`config.mk`:
```
export PLATFORM = sky130hd
export DESIGN_NAME = hla_ctrl
export DESIGN_NICKNAME = d
export VERILOG_FILES = /design/src/sv/hla_pkg.sv /design/src/sv/hla_ctrl.sv
export SDC_FILE = /design/constraint.sdc
export NUM_CORES = 1
export LEC_CHECK = 0
export BUFFER_PORTS_ARGS = -buffer_cell sky130_fd_sc_hd__buf_2
export CAP_MARGIN = 0
export CELL_PAD_IN_SITES_DETAIL_PLACEMENT = 1
export CELL_PAD_IN_SITES_GLOBAL_PLACEMENT = 1
export CORE_AREA = 5 5 42 44
export DETAILED_ROUTE_END_ITERATION = 7
export DIE_AREA = 0 0 47 49
export PLACE_DENSITY_LB_ADDON = 0.2
export SLEW_MARGIN = 5
export SYNTH_ARGS = -nofsm -noshare
export SYNTH_HDL_FRONTEND = slang
export SYNTH_SLANG_ARGS = --single-unit
export TNS_END_PERCENT = 50
```
`constraint.sdc`:
```
create_clock -name clk -period 1.38 [get_ports clk]
set_input_delay 0.069 -clock clk [delete_from_list [all_inputs] [get_ports clk]]
set_output_delay 0.069 -clock clk [all_outputs]
set_load 0.01 [all_outputs]
```
`src/sv/hla_pkg.sv`:
```
// Package of the Hough line accumulator: constants, trig builder, control types.
package hla_pkg;

  localparam int THETA_BINS_DEF = 128;
  localparam int RHO_BINS_DEF   = 256;
  localparam int VOTE_BITS_DEF  = 32;

  localparam int CFG_W     = 26;
  localparam int CFG_IDX_W = 2;

  localparam logic [CFG_IDX_W-1:0] REG_IMAGE_WIDTH  = 2'd0;
  localparam logic [CFG_IDX_W-1:0] REG_IMAGE_HEIGHT = 2'd1;
  localparam logic [CFG_IDX_W-1:0] REG_RHO_OFFSET   = 2'd2;
  localparam logic [CFG_IDX_W-1:0] REG_RHO_SCALE    = 2'd3;

  localparam logic [10:0] IMAGE_WIDTH_RST  = 11'd640;
  localparam logic [10:0] IMAGE_HEIGHT_RST = 11'd480;
  localparam logic [25:0] RHO_OFFSET_RST   = 26'd26214400;
  localparam logic [23:0] RHO_SCALE_RST    = 24'd20972;

  localparam longint unsigned PI_Q30  = 64'hC90FDAA2;
  localparam longint unsigned ONE_Q30 = 64'd1 << 30;
  localparam int SERIES_TERMS = 14;

  localparam longint unsigned SIN_DIV [SERIES_TERMS] =
    '{6, 20, 42, 72, 110, 156, 210, 272, 342, 420, 506, 600, 702, 812};
  localparam longint unsigned COS_DIV [SERIES_TERMS] =
    '{2, 12, 30, 56, 90, 132, 182, 240, 306, 380, 462, 552, 650, 756};

  // Taylor series in Q2.30 on an angle in [0, pi/2]; returns magnitude in 2^-15 units.
  function automatic logic [16:0] taylor_q15(longint unsigned x, bit is_cos);
    longint unsigned x2;
    longint unsigned term;
    longint          sum;
    x2   = (x * x) >> 30;
    term = is_cos ? ONE_Q30 : x;
    sum  = longint'(term);
    for (int n = 1; n <= SERIES_TERMS; n++) begin
      if (is_cos) begin
        term = ((term * x2) >> 30) / COS_DIV[n-1];
      end else begin
        term = ((term * x2) >> 30) / SIN_DIV[n-1];
      end
      if ((n & 1) == 1) begin
        sum = sum - longint'(term);
      end else begin
        sum = sum + longint'(term);
      end
    end
    if (sum < 0) begin
      sum = 0;
    end
    sum = (sum + 16384) >>> 15;
    if (sum > 32768) begin
      sum = 32768;
    end
    return 17'(sum);
  endfunction

  typedef struct packed {
    logic load;
    logic clr_go;
    logic vote_go;
    logic srch_go;
  } cmd_t;

  typedef struct packed {
    logic busy;
  } sts_t;

endpackage

```
`src/sv/hla_ctrl.sv`:
```
// Controller of the Hough line accumulator: sequences clear, vote, search and emit.
module hla_ctrl (
  input  logic          clk,
  input  logic          rst_n,
  input  logic          start,
  input  logic          item_first,
  input  logic          item_last,
  input  logic          item_nz,
  input  hla_pkg::sts_t sts,
  output hla_pkg::cmd_t cmd,
  output logic          busy,
  output logic          out_valid
);

  localparam logic [2:0] ST_IDLE      = 3'd0;
  localparam logic [2:0] ST_CLR_GO    = 3'd1;
  localparam logic [2:0] ST_CLR_WAIT  = 3'd2;
  localparam logic [2:0] ST_VOTE_GO   = 3'd3;
  localparam logic [2:0] ST_VOTE_WAIT = 3'd4;
  localparam logic [2:0] ST_SRCH_GO   = 3'd5;
  localparam logic [2:0] ST_SRCH_WAIT = 3'd6;
  localparam logic [2:0] ST_EMIT      = 3'd7;

  logic [2:0] state_r, state_nxt;
  logic       last_r, last_nxt;
  logic       nz_r, nz_nxt;

  always_comb begin
    state_nxt = state_r;
    last_nxt  = last_r;
    nz_nxt    = nz_r;
    cmd       = '0;
    case (state_r)
      ST_IDLE: begin
        if (start) begin
          cmd.load = 1'b1;
          last_nxt = item_last;
          nz_nxt   = item_nz;
          if (item_first) begin
            state_nxt = ST_CLR_GO;
          end else if (item_nz) begin
            state_nxt = ST_VOTE_GO;
          end else if (item_last) begin
            state_nxt = ST_SRCH_GO;
          end
        end
      end
      ST_CLR_GO: begin
        cmd.clr_go = 1'b1;
        state_nxt  = ST_CLR_WAIT;
      end
      ST_CLR_WAIT: begin
        if (!sts.busy) begin
          if (nz_r) begin
            state_nxt = ST_VOTE_GO;
          end else if (last_r) begin
            state_nxt = ST_SRCH_GO;
          end else begin
            state_nxt = ST_IDLE;
          end
        end
      end
      ST_VOTE_GO: begin
        cmd.vote_go = 1'b1;
        state_nxt   = ST_VOTE_WAIT;
      end
      ST_VOTE_WAIT: begin
        if (!sts.busy) begin
          state_nxt = last_r ? ST_SRCH_GO : ST_IDLE;
        end
      end
      ST_SRCH_GO: begin
        cmd.srch_go = 1'b1;
        state_nxt   = ST_SRCH_WAIT;
      end
      ST_SRCH_WAIT: begin
        if (!sts.busy) begin
          state_nxt = ST_EMIT;
        end
      end
      ST_EMIT: begin
        state_nxt = ST_IDLE;
      end
      default: begin
        state_nxt = ST_IDLE;
      end
    endcase
  end

  always_ff @(posedge clk) begin
    if (!rst_n) begin
      state_r <= ST_CLR_GO;
      last_r  <= 1'b0;
      nz_r    <= 1'b0;
    end else begin
      state_r <= state_nxt;
      last_r  <= last_nxt;
      nz_r    <= nz_nxt;
    end
  end

  assign busy      = (state_r != ST_IDLE);
  assign out_valid = (state_r == ST_EMIT);

endmodule

```
## Word level (Yosys, flattened, before mapping)

Index checks and enable logic that the tools add are counted.

| word-level totals | value |
|---|---|
| output and inout port bits | 6 |
| word-level logic and storage cells | 34 |
| bits in registers | 5 |

| cells by class | value |
|---|---|
| eq/ne operators | 12 |
| multiplexer cells | 15 |
| reductions and logical operators | 4 |

Operators with widths:

| operator | count |
|---|---|
| $mux 3 | 9 |
| $pmux 3 s8 | 1 |
| $eq 3x3->1 const B | 4 |
| $ne 2x2->1 const B | 4 |
| $eq 3x2->1 const B | 2 |
| $mux 1 | 5 |
| $reduce_and 5->1 | 1 |
| $ne 4x4->1 const B | 1 |
| $eq 3x1->1 const B | 1 |
| $logic_not 3->1 | 1 |
| $reduce_bool 3->1 | 1 |
| $reduce_and 2->1 | 1 |

## Logic depth before layout (Yosys ltp)

| logic depth | value |
|---|---|
| depth after elaboration | 5 |
| mapped depth | 4 |
| mapped depth without buffers | 3 |

## Worst setup path after synthesis

No wires, ideal clock.

| timing path | value |
|---|---|
| path kind | reg2reg |
| from | register state_r[1] |
| to | register state_r[2] |
| library setup time | 0.086 ns |
| path slack | -0.011 ns |
| stages on the path, launching flop included | 4 |
| arrival | 1.305 ns |
| required time | 1.294 ns |
| buffers on the path | 0 |
| cells stage by stage | dfxtp_1 > or4_1 > a22o_1 > a221oi_2 |

| between the ends | value |
|---|---|
| longest elaborated chain between the ends | 3 |

RTL lines:

| what | RTL line | text |
|---|---|---|
| start, declared | hla_ctrl.sv:24 | `logic [2:0] state_r, state_nxt;` |
| start signal, assigned | hla_ctrl.sv:96 | `state_r <= state_nxt;` |
| $eq 3x2->1 (tied with other cells) | hla_ctrl.sv:33 | `case (state_r)` |
| $ne 2x2->1 (no source line) or $ne 4x4->1 (tied branches) | - |  |
| $reduce_and 5->1 (no source line) | - |  |

Several ways; a longest one is shown, not always the timed one.
A chain may end at the register's enable or synchronous reset.

## Worst setup path after layout

| timing path | value |
|---|---|
| from | register state_r[0] |
| to | register state_r[2] |

Same word-level chain as after synthesis.

==> impl_metrics.tcl <==
set metrics [dict create \
    outcome "completed" \
    cts_tree "yes" \
    clk_pin_slew_ns 0.05 \
    slew_headroom_pct 78.2 \
    vias 404 \
    timing.fmax_mhz 739 \
    numPortBuffers 12 \
    overflow 0 \
    finalClockSkew_ns 0.00642 \
    initial_utilization_pct 25.5 \
    clkSinkCount 5 \
    hold_ws_ns 0.0319 \
    syn-cell-area_um2 358 \
    worstReg2RegEnd "state_r[2]$_SDFFE_PN0P_" \
    syn_nets 48 \
    grt_pass1_wl_mm 1.84 \
    via_per_inst 5.11 \
    critPathCaptureType "register" \
    die_h_um 49 \
    clock_path_buffers 2 \
    p_comb_share_pct 43.5 \
    power.leakage_uw 0.000257 \
    tns_ns 0 \
    insertion_delay_ns 0.24 \
    wirelength_mm 1.13 \
    hold_path_class "in2reg" \
    synth.distinct_cells 28 \
    coreArea_um2 1400 \
    diodes 0 \
    dp_hpwl_um 837 \
    p_seq_share_pct 28.9 \
    switching_power_uw 204 \
    cts-htree-levels 1 \
    die_w_um 47 \
    post-route-min-period_ns 1.35 \
    grt_max_degree 17 \
    first_iter_violations 1 \
    tightest_slew_ns 0.322 \
    worstPathRequired_ns 1.54 \
    async_flop_share_pct 0 \
    vdd_drop_max_mv 0.555 \
    die_area_um2 2300 \
    hold_violations 0 \
    cts_buffers 3 \
    synthToLayoutAreaGrowth_pct 54.9 \
    reg2reg_from "state_r[0]$_SDFFE_PN1P_" \
    critPathLaunchType "register" \
    crit_arrival_ns 1.52 \
    track_usage_pct 11.1 \
    criticalPathCategory "reg2reg" \
    ios 13 \
    cp_max_fo 3 \
    drive_above_1_share_pct 47.6 \
    rsz0062_at_grt "true" \
    critPathCapture "state_r[2]$_SDFFE_PN0P_" \
    antenna_found_initial 0 \
    gp_congestion 0.761 \
    finalCritPeriodShare_pct 98.0 \
    synth_edf_count 0 \
    p_int_uw 410 \
    cts_hold_buf 0 \
    worstRegToRegCells 3 \
    drc 0 \
    drv_cap 0 \
    wl_per_cell_um 14.3 \
    ys_ff_latch 5 \
    synthFlopType "dfxtp_1" \
    synth-seq-area-share_pct 28.0 \
    syn_area_per_cell_um2 8.73 \
    powerDensity_nw_per_um2 1110 \
    grt_pass1_vias 392 \
    cp-startpoint "state_r[0]$_SDFFE_PN1P_" \
    yosysWarnings 0 \
    swShare_pct 33.2 \
    detailedRoute.firstPassIterationCount 2 \
    r2r_slack_ns 0.03 \
    clockPowerShare_pct 27.6 \
    setup_viol 0 \
    drt.antenna.violating_nets 0 \
    nets 71 \
    drv_slew 0 \
    cts_root_buf "clkbuf_4" \
    syn_inst 41 \
    rows 14 \
]
==> what timing repair did <==
| action | 4_1_cts | 5_1_grt |
|---|---|---|
| gates cloned | 0 | 0 |
| setup buffers | 1 | 0 |
| pin swaps | 3 | 3 |
| hold endpoints to repair | 0 | 0 |
| resized for setup | 2 | 5 |
| endpoints found under the setup margin | 3 | 5 |
==> power groups by stage <==
stage               Sequential (uW)  Combinational (uW)  Clock [uW]
CTS                             176                 248         180
finish                          178                 267         170
detailed placement              178                 237           0
global placement                178                 233           0
global route                    180                 294         189
floorplan                       184                 136           0
==> routing by layer <==
metal	global-route usage, %	up-vias	share of wire (%)
li1	-	203	-
met5	0	-	0
met1	11.3	193	40
met4	5.53	0	0
met3	5.90	0	5.0
met2	17.6	8	55
==> per-stage QoR <==
stage	instances	area, um^2	setup slack [ns]	utilization [%]	total power, uW
6_report	79	554	0.0272	39.6	614
5_1_grt	79	554	-0.0418	39.6	662
4_1_cts	79	528	-0.0114	37.7	603
3_5_place_dp	74	485	-0.00550	34.6	415
3_3_place_gp	74	485	-0.0125	34.6	410
2_1_floorplan	41	359	0.00699	-	319
==> area by class of cell <==
class | instances | area, um^2
fill | 180 | 847
multi-input combinational | 32 | 256
timing repair buffer | 21 | 145
sequential | 5 | 103
clock buffer | 4 | 26.3
tap | 16 | 20.0
inverter | 1 | 3.75
==> cell families after synthesis <==
family                    after synthesis  share of synthesized area (%)
and+or+nand+nor                        20                           38.1
buffers and inverters                   4                           4.89
muxes                                   2                           5.59
xor gates and xnor gates                1                           2.45
DFF                                     5                           28.0
AOI/OAI and AO/OA                       9                           21.0
==> worst min-delay path by stage <==
stage                     startpoint  cells after the start                 endpoint
after global routing           rst_n                      2  state_r[0]$_SDFFE_PN1P_
after CTS                      rst_n                      2  state_r[0]$_SDFFE_PN1P_
after detailed placement       rst_n                      2  state_r[0]$_SDFFE_PN1P_
after floorplan                rst_n                      1  state_r[0]$_SDFFE_PN1P_
final                          rst_n                      2  state_r[0]$_SDFFE_PN1P_
after global placement         rst_n                      2  state_r[0]$_SDFFE_PN1P_
==> cells in the final DEF (no fill, tap or decap), types with 3 or more instances in the layout <==
| master | Yosys | final |
|---|---|---|
| buf_2 | 2 | 11 |
| buf_4 | 0 | 6 |
| nor2_1 | 5 | 5 |
| buf_6 | 0 | 4 |
| clkbuf_4 | 0 | 3 |
| dfxtp_1 | 5 | 3 |
==> worst max-delay path, stage by stage (launching register included) <==
cell and delay [ns]:
dfxtp_2 0.32, or4_1 0.50, a22o_1 0.24, a221oi_2 0.22
==> synth_stat cells (2+ instances only) <==
| cell | instances | area (um^2) |
|---|---|---|
| dfxtp_1 | 5 | 100 |
| nor2_1 | 5 | 18.8 |
| a21oi_1 | 2 | 10.0 |
| and3b_1 | 2 | 17.5 |
| buf_2 | 2 | 10.0 |
| mux2i_1 | 2 | 20.0 |
| nor3_1 | 2 | 10.0 |
==> flip-flops by register name (all words and copies together) (netlist names) <==
name     cells
last_r       1
state_r      3
nz_r         1
Note: power is estimated with default switching activity, not from simulation.
